`config.mk`:
```
export PLATFORM = sky130hd
export DESIGN_NAME = bezier_segment_sampler
export DESIGN_NICKNAME = d
export VERILOG_FILES = /design/src/design/bss_pkg.sv /design/src/design/bezier_segment_sampler.sv /design/src/design/bss_mul.sv /design/src/design/bss_div.sv
export SDC_FILE = /design/constraint.sdc
export NUM_CORES = 2
export LEC_CHECK = 0
export ABC_CLOCK_PERIOD_IN_PS = 10800
export BUFFER_PORTS_ARGS = -buffer_cell sky130_fd_sc_hd__buf_2
export CAP_MARGIN = 20
export CORE_ASPECT_RATIO = 0.6
export CORE_MARGIN = 2
export CORE_UTILIZATION = 55
export DETAILED_ROUTE_END_ITERATION = 8
export HOLD_SLACK_MARGIN = 0.1
export PLACE_DENSITY = 0.75
export SYNTH_ARGS = -nofsm -noshare
export SYNTH_HDL_FRONTEND = slang
export SYNTH_HIERARCHICAL = 1
export SYNTH_SLANG_ARGS = --single-unit
export TNS_END_PERCENT = 1
```
`constraint.sdc`:
```
create_clock -name clk -period 10.8 [get_ports clk]
set_input_delay 2.16 -clock clk [delete_from_list [all_inputs] [get_ports clk]]
set_output_delay 2.16 -clock clk [all_outputs]
set_load 0.01 [all_outputs]
```
`src/design/bss_pkg.sv`:
```
// ----------------------------------------------------------------------------
// bss_pkg
// Shared types, constants and helpers for the bezier segment sampler.
// ----------------------------------------------------------------------------
package bss_pkg;

    localparam int COORD_W     = 32;
    localparam int CNT_W       = 6;
    localparam int WEIGHT_W    = 16;
    localparam int MAX_SAMPLES = 63;

    localparam int DEN_W  = 48;
    localparam int NUM_W  = 24;
    localparam int QUOT_W = 32;
    localparam int STEP_W = 5;

    localparam int MUL_A_W = 35;
    localparam int MUL_B_W = 18;
    localparam int PROD_W  = MUL_A_W + MUL_B_W;
    localparam int ACC_W   = 68;

    localparam logic [1:0] KIND_LINE  = 2'd0;
    localparam logic [1:0] KIND_RQUAD = 2'd1;
    localparam logic [1:0] KIND_CUBIC = 2'd2;
    localparam logic [1:0] KIND_SPARE = 2'd3;

    localparam logic CFG_CURVE = 1'b0;
    localparam logic CFG_LINE  = 1'b1;

    localparam logic [STEP_W-1:0] T_DIV_STEPS     = 5'd24;
    localparam logic [STEP_W-1:0] RATIO_DIV_STEPS = 5'd31;

    typedef struct packed {
        logic [1:0]                segment_kind;
        logic signed [COORD_W-1:0] p0_x;
        logic signed [COORD_W-1:0] p0_y;
        logic signed [COORD_W-1:0] p1_x;
        logic signed [COORD_W-1:0] p1_y;
        logic signed [COORD_W-1:0] p2_x;
        logic signed [COORD_W-1:0] p2_y;
        logic signed [COORD_W-1:0] p3_x;
        logic signed [COORD_W-1:0] p3_y;
        logic [WEIGHT_W-1:0]       weight_0;
        logic [WEIGHT_W-1:0]       weight_1;
        logic [WEIGHT_W-1:0]       weight_2;
    } in_word_t;

    typedef struct packed {
        logic signed [COORD_W-1:0] sample_x;
        logic signed [COORD_W-1:0] sample_y;
        logic [CNT_W-1:0]          sample_index;
        logic                      last_sample;
    } out_word_t;

    typedef struct packed {
        logic              start;
        logic [DEN_W-1:0]  den;
        logic [DEN_W-1:0]  rem_init;
        logic              q_init;
        logic [NUM_W-1:0]  num;
        logic [STEP_W-1:0] steps;
    } div_cmd_t;

    function automatic logic [COORD_W-1:0] sat_round(input logic signed [ACC_W-1:0] acc);
        logic signed [ACC_W-1:0] rnd;
        logic signed [ACC_W-1:0] r;
        logic signed [ACC_W-1:0] hi;
        logic signed [ACC_W-1:0] lo;
        begin
            rnd = acc + (ACC_W'(1) <<< 29);
            r   = rnd >>> 30;
            hi  = (ACC_W'(1) <<< (COORD_W - 1)) - ACC_W'(1);
            lo  = -hi - ACC_W'(1);
            if (r > hi)
            begin
                r = hi;
            end
            else if (r < lo)
            begin
                r = lo;
            end
            sat_round = r[COORD_W-1:0];
        end
    endfunction

endpackage

```
`src/design/bezier_segment_sampler.sv`:
```
// ----------------------------------------------------------------------------
// bezier_segment_sampler
// Uniform sampling of a line, rational quadratic or cubic bezier segment.
// ----------------------------------------------------------------------------
// One segment word in, N+1 sample words out (t = k/N, endpoints included, the
// last one flagged). The block handles one segment at a time and is not ready
// until the last sample has been taken. Every sample runs through a small
// sequencer that reuses one 35x18 multiplier and one bit-serial divider: the
// parameter t costs a 24-step division, each rational basis another 31-step
// division. Any output stall holds the current sample until it is taken.
module bezier_segment_sampler
(
    input  logic                 clk,
    input  logic                 rst_n,
    input  logic                 in_valid,
    output logic                 in_ready,
    input  bss_pkg::in_word_t    in_data,
    output logic                 out_valid,
    input  logic                 out_ready,
    output bss_pkg::out_word_t   out_data,
    input  logic                 cfg_we,
    input  logic                 cfg_index,
    input  logic [bss_pkg::CNT_W-1:0] cfg_data
);
    import bss_pkg::*;

    localparam logic [3:0] ST_IDLE   = 4'd0;
    localparam logic [3:0] ST_TSTART = 4'd1;
    localparam logic [3:0] ST_TDIV   = 4'd2;
    localparam logic [3:0] ST_MULA   = 4'd3;
    localparam logic [3:0] ST_MULB   = 4'd4;
    localparam logic [3:0] ST_DEN    = 4'd5;
    localparam logic [3:0] ST_RINIT  = 4'd6;
    localparam logic [3:0] ST_RDIV   = 4'd7;
    localparam logic [3:0] ST_CMBA   = 4'd8;
    localparam logic [3:0] ST_CMBB   = 4'd9;
    localparam logic [3:0] ST_ROUND  = 4'd10;
    localparam logic [3:0] ST_OUT    = 4'd11;

    localparam logic [3:0] OP_UU  = 4'd0;
    localparam logic [3:0] OP_UT  = 4'd1;
    localparam logic [3:0] OP_TT  = 4'd2;
    localparam logic [3:0] OP_A0  = 4'd3;
    localparam logic [3:0] OP_A1  = 4'd4;
    localparam logic [3:0] OP_A2  = 4'd5;
    localparam logic [3:0] OP_C0  = 4'd6;
    localparam logic [3:0] OP_C1  = 4'd7;
    localparam logic [3:0] OP_C2  = 4'd8;
    localparam logic [3:0] OP_C3  = 4'd9;

    localparam logic [16:0] ONE_T = 17'h10000;

    logic [3:0]         state_reg, state_next;
    logic [3:0]         op_reg, op_next;
    logic [1:0]         sel_reg, sel_next;
    logic               part_reg, part_next;
    logic               ax_reg, ax_next;
    logic [CNT_W-1:0]   k_reg, k_next;
    logic [CNT_W-1:0]   n_reg, n_next;
    logic [1:0]         kind_reg, kind_next;
    logic [CNT_W-1:0]   curve_reg, curve_next;
    logic [CNT_W-1:0]   line_reg, line_next;

    logic signed [COORD_W-1:0] px_reg [4];
    logic signed [COORD_W-1:0] px_next [4];
    logic signed [COORD_W-1:0] py_reg [4];
    logic signed [COORD_W-1:0] py_next [4];
    logic [WEIGHT_W-1:0] w_reg [3];
    logic [WEIGHT_W-1:0] w_next [3];
    logic [DEN_W-1:0]    a_reg [3];
    logic [DEN_W-1:0]    a_next [3];
    logic [31:0]         c_reg [4];
    logic [31:0]         c_next [4];
    logic [16:0]         t_reg, t_next;
    logic [16:0]         u_reg, u_next;
    logic [32:0]         uu_reg, uu_next;
    logic [32:0]         ut_reg, ut_next;
    logic [32:0]         tt_reg, tt_next;
    logic [DEN_W-1:0]    den_reg, den_next;
    logic signed [ACC_W-1:0]   acc_reg, acc_next;
    logic [COORD_W-1:0]  x_reg, x_next;
    logic [COORD_W-1:0]  y_reg, y_next;

    logic signed [MUL_A_W-1:0] mul_a;
    logic signed [MUL_B_W-1:0] mul_b;
    logic signed [PROD_W-1:0]  prod;
    logic [PROD_W:0]           prod3;
    logic [PROD_W-1:0]         prod_r;
    logic [PROD_W:0]           prod3_r;
    div_cmd_t                  div_cmd;
    logic                      div_done;
    logic [QUOT_W-1:0]         quot;
    logic [CNT_W-1:0]          n_raw;
    logic [1:0]                last_sel;
    logic signed [COORD_W-1:0] pt;
    logic signed [ACC_W-1:0]   term;
    logic [DEN_W-1:0]          a_cur;
    logic [QUOT_W:0]           q_plus;

    bss_mul u_mul
    (
        .clk  (clk),
        .op_a (mul_a),
        .op_b (mul_b),
        .prod (prod)
    );

    bss_div u_div
    (
        .clk   (clk),
        .rst_n (rst_n),
        .cmd   (div_cmd),
        .done  (div_done),
        .quot  (quot)
    );

    assign prod3   = {1'b0, prod} + {prod, 1'b0};
    assign prod_r  = prod + PROD_W'(1 << 17);
    assign prod3_r = prod3 + (PROD_W + 1)'(1 << 17);
    assign q_plus  = {1'b0, quot} + (QUOT_W + 1)'(1);
    assign a_cur   = a_reg[sel_reg];
    assign pt      = ax_reg ? py_reg[sel_reg] : px_reg[sel_reg];

    assign n_raw    = (in_data.segment_kind == KIND_LINE) ? line_reg : curve_reg;
    assign last_sel = (kind_reg == KIND_LINE) ? 2'd1 :
                      (kind_reg == KIND_RQUAD) ? 2'd2 : 2'd3;

    always_comb
    begin
        mul_a = '0;
        mul_b = '0;
        if (state_reg == ST_CMBA)
        begin
            mul_a = {3'b0, c_reg[sel_reg]};
            mul_b = part_reg ? {2'b0, pt[15:0]} : {{2{pt[COORD_W-1]}}, pt[COORD_W-1:16]};
        end
        else
        begin
            case (op_reg)
                OP_UU:   begin mul_a = {18'b0, u_reg};     mul_b = {1'b0, u_reg}; end
                OP_UT:   begin mul_a = {18'b0, u_reg};     mul_b = {1'b0, t_reg}; end
                OP_TT:   begin mul_a = {18'b0, t_reg};     mul_b = {1'b0, t_reg}; end
                OP_A0:   begin mul_a = {2'b0, uu_reg};     mul_b = {2'b0, w_reg[0]}; end
                OP_A1:   begin mul_a = {1'b0, ut_reg, 1'b0}; mul_b = {2'b0, w_reg[1]}; end
                OP_A2:   begin mul_a = {2'b0, tt_reg};     mul_b = {2'b0, w_reg[2]}; end
                OP_C0:   begin mul_a = {2'b0, uu_reg};     mul_b = {1'b0, u_reg}; end
                OP_C1:   begin mul_a = {2'b0, uu_reg};     mul_b = {1'b0, t_reg}; end
                OP_C2:   begin mul_a = {2'b0, tt_reg};     mul_b = {1'b0, u_reg}; end
                OP_C3:   begin mul_a = {2'b0, tt_reg};     mul_b = {1'b0, t_reg}; end
                default: begin mul_a = '0;                 mul_b = '0; end
            endcase
        end
    end

    always_comb
    begin
        div_cmd = '0;
        if (state_reg == ST_TSTART)
        begin
            div_cmd.start = 1'b1;
            div_cmd.den   = {{(DEN_W-CNT_W-1){1'b0}}, n_reg, 1'b0};
            div_cmd.num   = {1'b0, k_reg, 17'b0} + {{(NUM_W-CNT_W){1'b0}}, n_reg};
            div_cmd.steps = T_DIV_STEPS;
        end
        else if (state_reg == ST_RINIT)
        begin
            div_cmd.start    = 1'b1;
            div_cmd.den      = den_reg;
            div_cmd.q_init   = (a_cur >= den_reg);
            div_cmd.rem_init = div_cmd.q_init ? (a_cur - den_reg) : a_cur;
            div_cmd.steps    = RATIO_DIV_STEPS;
        end
    end

    assign term = part_reg ? ACC_W'(prod) : (ACC_W'(prod) <<< 16);

    always_comb
    begin
        state_next = state_reg;
        op_next    = op_reg;
        sel_next   = sel_reg;
        part_next  = part_reg;
        ax_next    = ax_reg;
        k_next     = k_reg;
        n_next     = n_reg;
        kind_next  = kind_reg;
        curve_next = curve_reg;
        line_next  = line_reg;
        px_next    = px_reg;
        py_next    = py_reg;
        w_next     = w_reg;
        a_next     = a_reg;
        c_next     = c_reg;
        t_next     = t_reg;
        u_next     = u_reg;
        uu_next    = uu_reg;
        ut_next    = ut_reg;
        tt_next    = tt_reg;
        den_next   = den_reg;
        acc_next   = acc_reg;
        x_next     = x_reg;
        y_next     = y_reg;

        if (cfg_we)
        begin
            if (cfg_index == CFG_CURVE)
            begin
                curve_next = cfg_data;
            end
            else
            begin
                line_next = cfg_data;
            end
        end

        case (state_reg)
            ST_IDLE:
            begin
                if (in_valid)
                begin
                    kind_next = in_data.segment_kind;
                    n_next    = (n_raw == '0) ? CNT_W'(1) :
                                (n_raw > CNT_W'(MAX_SAMPLES)) ? CNT_W'(MAX_SAMPLES) : n_raw;
                    k_next    = '0;
                    px_next[0] = in_data.p0_x;
                    py_next[0] = in_data.p0_y;
                    px_next[1] = in_data.p1_x;
                    py_next[1] = in_data.p1_y;
                    px_next[2] = in_data.p2_x;
                    py_next[2] = in_data.p2_y;
                    px_next[3] = in_data.p3_x;
                    py_next[3] = in_data.p3_y;
                    w_next[0] = (in_data.weight_0 == '0) ? WEIGHT_W'(1) : in_data.weight_0;
                    w_next[1] = (in_data.weight_1 == '0) ? WEIGHT_W'(1) : in_data.weight_1;
                    w_next[2] = (in_data.weight_2 == '0) ? WEIGHT_W'(1) : in_data.weight_2;
                    state_next = ST_TSTART;
                end
            end
            ST_TSTART:
            begin
                state_next = ST_TDIV;
            end
            ST_TDIV:
            begin
                if (div_done)
                begin
                    t_next   = quot[16:0];
                    u_next   = ONE_T - quot[16:0];
                    sel_next = '0;
                    op_next  = OP_UU;
                    if (kind_reg == KIND_LINE)
                    begin
                        c_next[0]  = {1'b0, u_next, 14'b0};
                        c_next[1]  = {1'b0, quot[16:0], 14'b0};
                        part_next  = 1'b0;
                        ax_next    = 1'b0;
                        acc_next   = '0;
                        state_next = ST_CMBA;
                    end
                    else
                    begin
                        state_next = ST_MULA;
                    end
                end
            end
            ST_MULA:
            begin
                state_next = ST_MULB;
            end
            ST_MULB:
            begin
                state_next = ST_MULA;
                op_next    = op_reg + 4'd1;
                case (op_reg)
                    OP_UU: uu_next = prod[32:0];
                    OP_UT: ut_next = prod[32:0];
                    OP_TT:
                    begin
                        tt_next = prod[32:0];
                        op_next = (kind_reg == KIND_RQUAD) ? OP_A0 : OP_C0;
                    end
                    OP_A0: a_next[0] = prod[DEN_W-1:0];
                    OP_A1: a_next[1] = prod[DEN_W-1:0];
                    OP_A2:
                    begin
                        a_next[2]  = prod[DEN_W-1:0];
                        state_next = ST_DEN;
                    end
                    OP_C0: c_next[0] = prod_r[49:18];
                    OP_C1: c_next[1] = prod3_r[49:18];
                    OP_C2: c_next[2] = prod3_r[49:18];
                    OP_C3:
                    begin
                        c_next[3]  = prod_r[49:18];
                        sel_next   = '0;
                        part_next  = 1'b0;
                        ax_next    = 1'b0;
                        acc_next   = '0;
                        state_next = ST_CMBA;
                    end
                    default: state_next = ST_IDLE;
                endcase
            end
            ST_DEN:
            begin
                den_next   = a_reg[0] + a_reg[1] + a_reg[2];
                sel_next   = '0;
                state_next = ST_RINIT;
            end
            ST_RINIT:
            begin
                state_next = ST_RDIV;
            end
            ST_RDIV:
            begin
                if (div_done)
                begin
                    c_next[sel_reg] = q_plus[QUOT_W:1];
                    if (sel_reg == 2'd2)
                    begin
                        sel_next   = '0;
                        part_next  = 1'b0;
                        ax_next    = 1'b0;
                        acc_next   = '0;
                        state_next = ST_CMBA;
                    end
                    else
                    begin
                        sel_next   = sel_reg + 2'd1;
                        state_next = ST_RINIT;
                    end
                end
            end
            ST_CMBA:
            begin
                state_next = ST_CMBB;
            end
            ST_CMBB:
            begin
                acc_next   = acc_reg + term;
                part_next  = ~part_reg;
                state_next = ST_CMBA;
                if (part_reg)
                begin
                    if (sel_reg == last_sel)
                    begin
                        state_next = ST_ROUND;
                    end
                    else
                    begin
                        sel_next = sel_reg + 2'd1;
                    end
                end
            end
            ST_ROUND:
            begin
                if (ax_reg)
                begin
                    y_next     = sat_round(acc_reg);
                    state_next = ST_OUT;
                end
                else
                begin
                    x_next     = sat_round(acc_reg);
                    ax_next    = 1'b1;
                    sel_next   = '0;
                    part_next  = 1'b0;
                    acc_next   = '0;
                    state_next = ST_CMBA;
                end
            end
            ST_OUT:
            begin
                if (out_ready)
                begin
                    if (k_reg == n_reg)
                    begin
                        state_next = ST_IDLE;
                    end
                    else
                    begin
                        k_next     = k_reg + CNT_W'(1);
                        state_next = ST_TSTART;
                    end
                end
            end
            default:
            begin
                state_next = ST_IDLE;
            end
        endcase
    end

    always_ff @(posedge clk or negedge rst_n)
    begin
        if (!rst_n)
        begin
            state_reg <= ST_IDLE;
            op_reg    <= OP_UU;
            sel_reg   <= '0;
            part_reg  <= 1'b0;
            ax_reg    <= 1'b0;
            k_reg     <= '0;
            n_reg     <= CNT_W'(1);
            kind_reg  <= KIND_LINE;
            curve_reg <= CNT_W'(8);
            line_reg  <= CNT_W'(1);
        end
        else
        begin
            state_reg <= state_next;
            op_reg    <= op_next;
            sel_reg   <= sel_next;
            part_reg  <= part_next;
            ax_reg    <= ax_next;
            k_reg     <= k_next;
            n_reg     <= n_next;
            kind_reg  <= kind_next;
            curve_reg <= curve_next;
            line_reg  <= line_next;
        end
    end

    always_ff @(posedge clk)
    begin
        px_reg  <= px_next;
        py_reg  <= py_next;
        w_reg   <= w_next;
        a_reg   <= a_next;
        c_reg   <= c_next;
        t_reg   <= t_next;
        u_reg   <= u_next;
        uu_reg  <= uu_next;
        ut_reg  <= ut_next;
        tt_reg  <= tt_next;
        den_reg <= den_next;
        acc_reg <= acc_next;
        x_reg   <= x_next;
        y_reg   <= y_next;
    end

    assign in_ready              = (state_reg == ST_IDLE);
    assign out_valid             = (state_reg == ST_OUT);
    assign out_data.sample_x     = x_reg;
    assign out_data.sample_y     = y_reg;
    assign out_data.sample_index = k_reg;
    assign out_data.last_sample  = (k_reg == n_reg);

endmodule

```
`src/design/bss_mul.sv`:
```
// ----------------------------------------------------------------------------
// bss_mul
// Shared signed multiplier with a registered product.
// ----------------------------------------------------------------------------
module bss_mul
(
    input  logic                                clk,
    input  logic signed [bss_pkg::MUL_A_W-1:0]  op_a,
    input  logic signed [bss_pkg::MUL_B_W-1:0]  op_b,
    output logic signed [bss_pkg::PROD_W-1:0]   prod
);
    import bss_pkg::*;

    logic signed [PROD_W-1:0] prod_reg;
    logic signed [PROD_W-1:0] prod_next;

    assign prod_next = PROD_W'(op_a) * PROD_W'(op_b);

    always_ff @(posedge clk)
    begin
        prod_reg <= prod_next;
    end

    assign prod = prod_reg;

endmodule

```
`src/design/bss_div.sv`:
```
// ----------------------------------------------------------------------------
// bss_div
// Restoring divider, one quotient bit per cycle.
// ----------------------------------------------------------------------------
module bss_div
(
    input  logic                            clk,
    input  logic                            rst_n,
    input  bss_pkg::div_cmd_t               cmd,
    output logic                            done,
    output logic [bss_pkg::QUOT_W-1:0]      quot
);
    import bss_pkg::*;

    logic [DEN_W-1:0]  rem_reg,  rem_next;
    logic [DEN_W-1:0]  den_reg,  den_next;
    logic [NUM_W-1:0]  num_reg,  num_next;
    logic [QUOT_W-1:0] q_reg,    q_next;
    logic [STEP_W-1:0] cnt_reg,  cnt_next;
    logic              done_reg, done_next;
    logic [DEN_W:0]    rem_sh;
    logic              ge;

    assign rem_sh = {rem_reg, num_reg[NUM_W-1]};
    assign ge     = rem_sh >= {1'b0, den_reg};

    always_comb
    begin
        rem_next  = rem_reg;
        den_next  = den_reg;
        num_next  = num_reg;
        q_next    = q_reg;
        cnt_next  = cnt_reg;
        done_next = 1'b0;
        if (cmd.start)
        begin
            rem_next = cmd.rem_init;
            den_next = cmd.den;
            num_next = cmd.num;
            q_next   = {{(QUOT_W-1){1'b0}}, cmd.q_init};
            cnt_next = cmd.steps;
        end
        else if (cnt_reg != '0)
        begin
            rem_next  = ge ? DEN_W'(rem_sh - {1'b0, den_reg}) : rem_sh[DEN_W-1:0];
            num_next  = {num_reg[NUM_W-2:0], 1'b0};
            q_next    = {q_reg[QUOT_W-2:0], ge};
            cnt_next  = cnt_reg - STEP_W'(1);
            done_next = (cnt_reg == STEP_W'(1));
        end
    end

    always_ff @(posedge clk or negedge rst_n)
    begin
        if (!rst_n)
        begin
            cnt_reg  <= '0;
            done_reg <= 1'b0;
        end
        else
        begin
            cnt_reg  <= cnt_next;
            done_reg <= done_next;
        end
    end

    always_ff @(posedge clk)
    begin
        rem_reg <= rem_next;
        den_reg <= den_next;
        num_reg <= num_next;
        q_reg   <= q_next;
    end

    assign done = done_reg;
    assign quot = q_reg;

endmodule

```
# Yosys cells after proc, flatten, opt, wreduce, memory -nomap -nowiden
# Cells that the tools add are included.
classes:
  muxes: 99
  bitwise_logic: 5
  add_sub_neg: 16
  multipliers: 1
  reduce_logical: 47
  n_eq_ne: 39
  order_cmp: 7
ops:
  columns: ["cell", "n"]
  rows:
  - ["2-to-1 mux 68 bit", 7]
  - ["2-to-1 mux 32 bit", 14]
  - ["one-hot mux 68 bit (5 select lines)", 1]
  - ["2-to-1 mux 48 bit", 6]
  - ["binary-select mux 32 bit (select 2 bit)", 3]
  - ["one-hot mux 64 bit (3 select lines)", 1]
  - ["one-hot mux 34 bit (5 select lines)", 1]
  - ["bitwise mux 128 bit", 1]
  - ["2-to-1 mux 128 bit", 1]
  - ["2-to-1 mux 64 bit", 2]
  - ["one-hot mux 64 bit (2 select lines)", 1]
  - ["2-to-1 mux 49 bit", 2]
  - ["2-to-1 mux 98 bit", 1]
  - ["adder 48 bit", 2]
  - ["binary-select mux 48 bit (select 2 bit)", 1]
  - ["subtractor 48 bit", 2]
  - ["one-hot mux 17 bit (5 select lines)", 1]
  - ["2-to-1 mux 24 bit", 3]
  - ["adder 68 x 31 -> 68 bit (second input constant)", 1]
  - ["adder 68 bit", 1]
  - ["demux 32 bit (select 2 bit)", 1]
  - ["multiplier 35 x 18 -> 53 bit", 1]
  - ["adder 50 x 18 -> 50 bit (second input constant)", 1]
  - ["adder 50 x 19 -> 50 bit (second input constant)", 1]
  - ["63 further kinds", 158]
word_totals:
  out_inout_bits: 73
  inputBits: 318
  register_bits: 1138

# Depth between registers and ports, before layout
logic_depth:
  word_depth: 9
  depth_mapped: 34

# Hierarchy
# The synthesis kept the hierarchy.
modules_own_cells:
  columns: ["module", "seq_area_each_um2", "instances", "cells_per_inst", "area_each_um2"]
  rows:
  - ["bezier_segment_sampler", 27620.2, 1, 4615, 53392.5]
  - ["bss_mul", 1061.0, 1, 2502, 22619.2]
  - ["bss_div", 4404.2, 1, 977, 9301.4]

# Worst setup path before layout
# Ideal clock, no wire load.
synth_path:
  path_kind: "input port to flip-flop"
  start: "in in_valid"
  end: "reg px_reg[0] (netlist name) (enable)"
  slack_ps: -935
  arrival_ps: 10950
  stages: 3
  cell_sequence: "and2_1 clkbuf_1 buf_1"
synth_between:
  elab_chain_len: 1
synth_lines:
  columns: ["item", "line_no", "rtl"]
  rows:
  - ["start: declaration", "bezier_segment_sampler.sv:15", "input logic in_valid,"]
  - ["AND reduction 2 bit (no source line)", null, null]
  - ["end signal: assignment", "bezier_segment_sampler.sv:426", "px_reg <= px_next;"]
  - ["end: declaration", "bezier_segment_sampler.sv:64", "logic signed [COORD_W-1:0] px_reg [4];"]
# No other way between the ends.
# A chain may end at the register's enable or synchronous reset.

# Worst setup path after layout
layout_path:
  start: "reg op_reg[0]"
  end: "reg u_mul.prod_reg[46], in the netlist u_mul/prod[46]"
layout_between:
  elab_chain_len: 5
  elab_cells_between_ends: 20
  cone_classes: "mul: 1; eq/ne: 9; mux: 4; reduce/logical: 6"
layout_lines:
  columns: ["item", "line_no", "rtl"]
  rows:
  - ["start: declaration", "bezier_segment_sampler.sv:54", "logic [3:0] op_reg, op_next;"]
  - ["start signal: assignment", "bezier_segment_sampler.sv:412", "op_reg <= op_next;"]
  - ["equality test 4 bit, or another cell as far along", "bezier_segment_sampler.sv:139", "case (op_reg)"]
  - ["OR reduction 3 bit (no source line) / OR reduction 2 bit (equally long branches)", null, null]
  - ["one-hot mux 34 bit (5 select lines) (*)", "bezier_segment_sampler.sv:139", null]
  - ["2-to-1 mux 34 bit (*)", "bezier_segment_sampler.sv:132", "if (state_reg == ST_CMBA)"]
  - ["named net mul_a[4]", "bezier_segment_sampler.sv:84", "logic signed [MUL_A_W-1:0] mul_a;"]
  - ["multiplier 35 x 18 -> 53 bit (*)", "bss_mul.sv:17", "assign prod_next = PROD_W'(op_a) * PROD_W'(op_b);"]
  - ["named net u_mul.prod_next[46]", "bss_mul.sv:15", "logic signed [PROD_W-1:0] prod_next;"]
  - ["end signal: assignment", "bss_mul.sv:21", "prod_reg <= prod_next;"]
  - ["end: declaration", "bss_mul.sv:14", "logic signed [PROD_W-1:0] prod_reg;"]
# Mark *: on every way through the listed nets, which the timed path passes. The rest lies on a longest branch.

==> impl_metrics.tcl <==
set metrics [dict create \
    outcome "complete, but fails checks" \
    violations "design-rule violations" \
    holdBufCountCts 0 \
    nets 9722 \
    core_area_um2 153000 \
    synth_seq_cells 1137 \
    min_to "u_div/quot[21]" \
    finalCritPeriodShare_pct 87.1 \
    antenna_found_initial 45 \
    start_kind "flip-flop" \
    ys_warn_count 6 \
    yosys-top-cells-count "1009 x edfxtp_1, 924 x nand2_1, 878 x inv_1" \
    grt_pass1_wl_um 418000 \
    setup_violations 0 \
    synth_area_um2 85300 \
    postCtsSetupRepairBufs 0 \
    htreeDepth 3 \
    grt_pass1_vias 65400 \
    avgSynthCellArea_um2 10.5 \
    r2r_cells 31 \
    drc 3 \
    die_area_um2 158000 \
    routedWlPerCell_um 26.7 \
    nFillCells 12300 \
    layout-drive-gt1-share_pct 11.9 \
    clock_skew_ps 69.5 \
    routed_wirelength_um 280000 \
    worstReg2RegEnd "u_mul/prod[46]" \
    yosysUniqueCellTypes 110 \
    min-delay-path-class "flip-flop to flip-flop" \
    ys_seq_area_share_pct 38.8 \
    area_delta_synth_final_pct 9.46 \
    ant_nets 0 \
    cts.path.max_buffers 3 \
    cts_tree "done" \
    min_from "u_div/quot[21]" \
    ys.flop_type "edfxtp_1" \
    cp-end-kind "flip-flop" \
    cp_slowest_stage_delay_ps 950 \
    arrival_ps 9990 \
    start_util_pct 55.6 \
    regToRegStartpoint "op_reg[0]" \
    synth_cells 8094 \
    crit_slowest_cell "o21ai_1" \
    synthTopCellsByArea "edfxtp_1 36%, fa_1 15%, ha_1 6.6%, nand2_1 4.1%, inv_1 3.9%" \
    drtIter0Drc 9875 \
    cts_root_buf "clkbuf_16" \
    via_per_inst 6.37 \
    setup_tns_ps 0 \
    synthArstFlopShare_pct 3.87 \
    crit_required_ps 11380 \
    yosysTopAreaCellShare_pct 35.5 \
    final_max_slew_viol_count 0 \
    fp.dieW_um 512 \
    overflow 0 \
    die_h_um 309 \
    cts_resized 0 \
    ios 391 \
    rsz0062_at_grt "no" \
    row_count 111 \
    grt_use_total_pct 35.2 \
    cts_sinks 1137 \
    cap_violations 0 \
    worstSetupPathType "flip-flop to flip-flop" \
    finalCriticalPeriod_ps 9410 \
    hold_viol_final 0 \
    vias 66600 \
    globalplace.congestion 1.09 \
    max_slew.worst_pin.slew_ps 1250 \
    yosysTopAreaCell "edfxtp_1" \
    timing.fmax_mhz 106 \
    dp_hpwl_um 211000 \
    multi_input_area_um2 47600 \
    path_max_fanout 40 \
    synth_most_common_cell "edfxtp_1" \
    slew_headroom_pct 16.8 \
    io_buffers 390 \
    synth-edff-count 1009 \
    insertion_delay_ps 760 \
    hold_path_depth 2 \
    regArea_um2 33100 \
    path_clk_slew_ps 70 \
    grt_max_degree 187 \
    r2r_slack_ps 1390 \
    first_pass_iters 9 \
    cts_made_buffers 105 \
    largest_reg_flops 144 \
]
worst max path at each step:
stage,slack [ps],startpoint,endpoint,depth (start not counted)
6_report,1390,op_reg[0],u_mul/prod[46],31
4_1_cts,1580,sel_reg[0],u_mul/prod[46],24
2_1_floorplan,10,in_valid,px_reg[0],3
5_1_grt,1200,op_reg[0],u_mul/prod[38],31
3_3_place_gp,1780,sel_reg[0],u_mul/prod[46],24
3_5_place_dp,1680,sel_reg[0],u_mul/prod[46],24
area by class of cell:
class                           instances  share of cell area (%)
Clock inverter                         61                   0.678
Sequential cell                      1137                    35.4
Timing Repair Buffer                  550                    3.55
Inverter                              879                    3.53
Multi-Input combinational cell       5631                    51.0
Antenna cell                           24                  0.0643
Clock buffer                          135                    3.04
Tap cell                             2034                    2.73
critical path: cells and delay by family, from the launching register on:
family                     cells  cell delay [ps]
AOI/OAI and AO/OA              6             2070
adders and majority gates      8             3450
buffers and inverters          9             1690
DFF                            1              460
and+or+nand+nor                8             1530
kinds of logic (layout without fill, tap and decap cells):
kind of cell,after synthesis,count (layout),share of synthesized area (%)
AOI/OAI and AO/OA,1594,1594,12.1
DFF,1137,1137,38.8
and+or+nand+nor,2232,2232,12.3
xor gates and xnor gates,384,384,3.94
adders and majority gates,1100,1100,21.9
other,1,45,0.00440
muxes,300,300,5.05
buffers and inverters,1346,1625,6.00
through the flow:
step | util [%] | std cells | hold WS (ps) | worst slack (ps) | cell area (um2)
after floorplan | - | 8114 | 450 | 13.5 | 85400
after global placement | 58.5 | 10200 | 477 | 1780 | 89600
after detailed placement | 58.5 | 10200 | 492 | 1680 | 89700
after CTS | 60.8 | 10400 | 503 | 1580 | 93200
after global routing | 60.9 | 10400 | 535 | 1200 | 93400
final | 60.9 | 10500 | 508 | 1390 | 93400
cell usage in the layout, fill, tap and decap left out, types with 227 or more instances in the layout:
cell,instances
inv_1,877
buf_2,390
xnor2_1,227
nand2_1,919
ha_1,446
a21oi_1,403
and2_1,293
fa_1,652
o21ai_0,294
nor2_1,432
edfxtp_1,1009
per-layer routing:
layer  wire, um  GRT usage [%]
met2     111000           47.9
met4       8880           10.1
met5        278              0
met3      47600           15.6
met1     112000           50.6
Power is not shown: default switching activity piles up to over one toggle a cycle in this logic, so the estimate is an artifact.
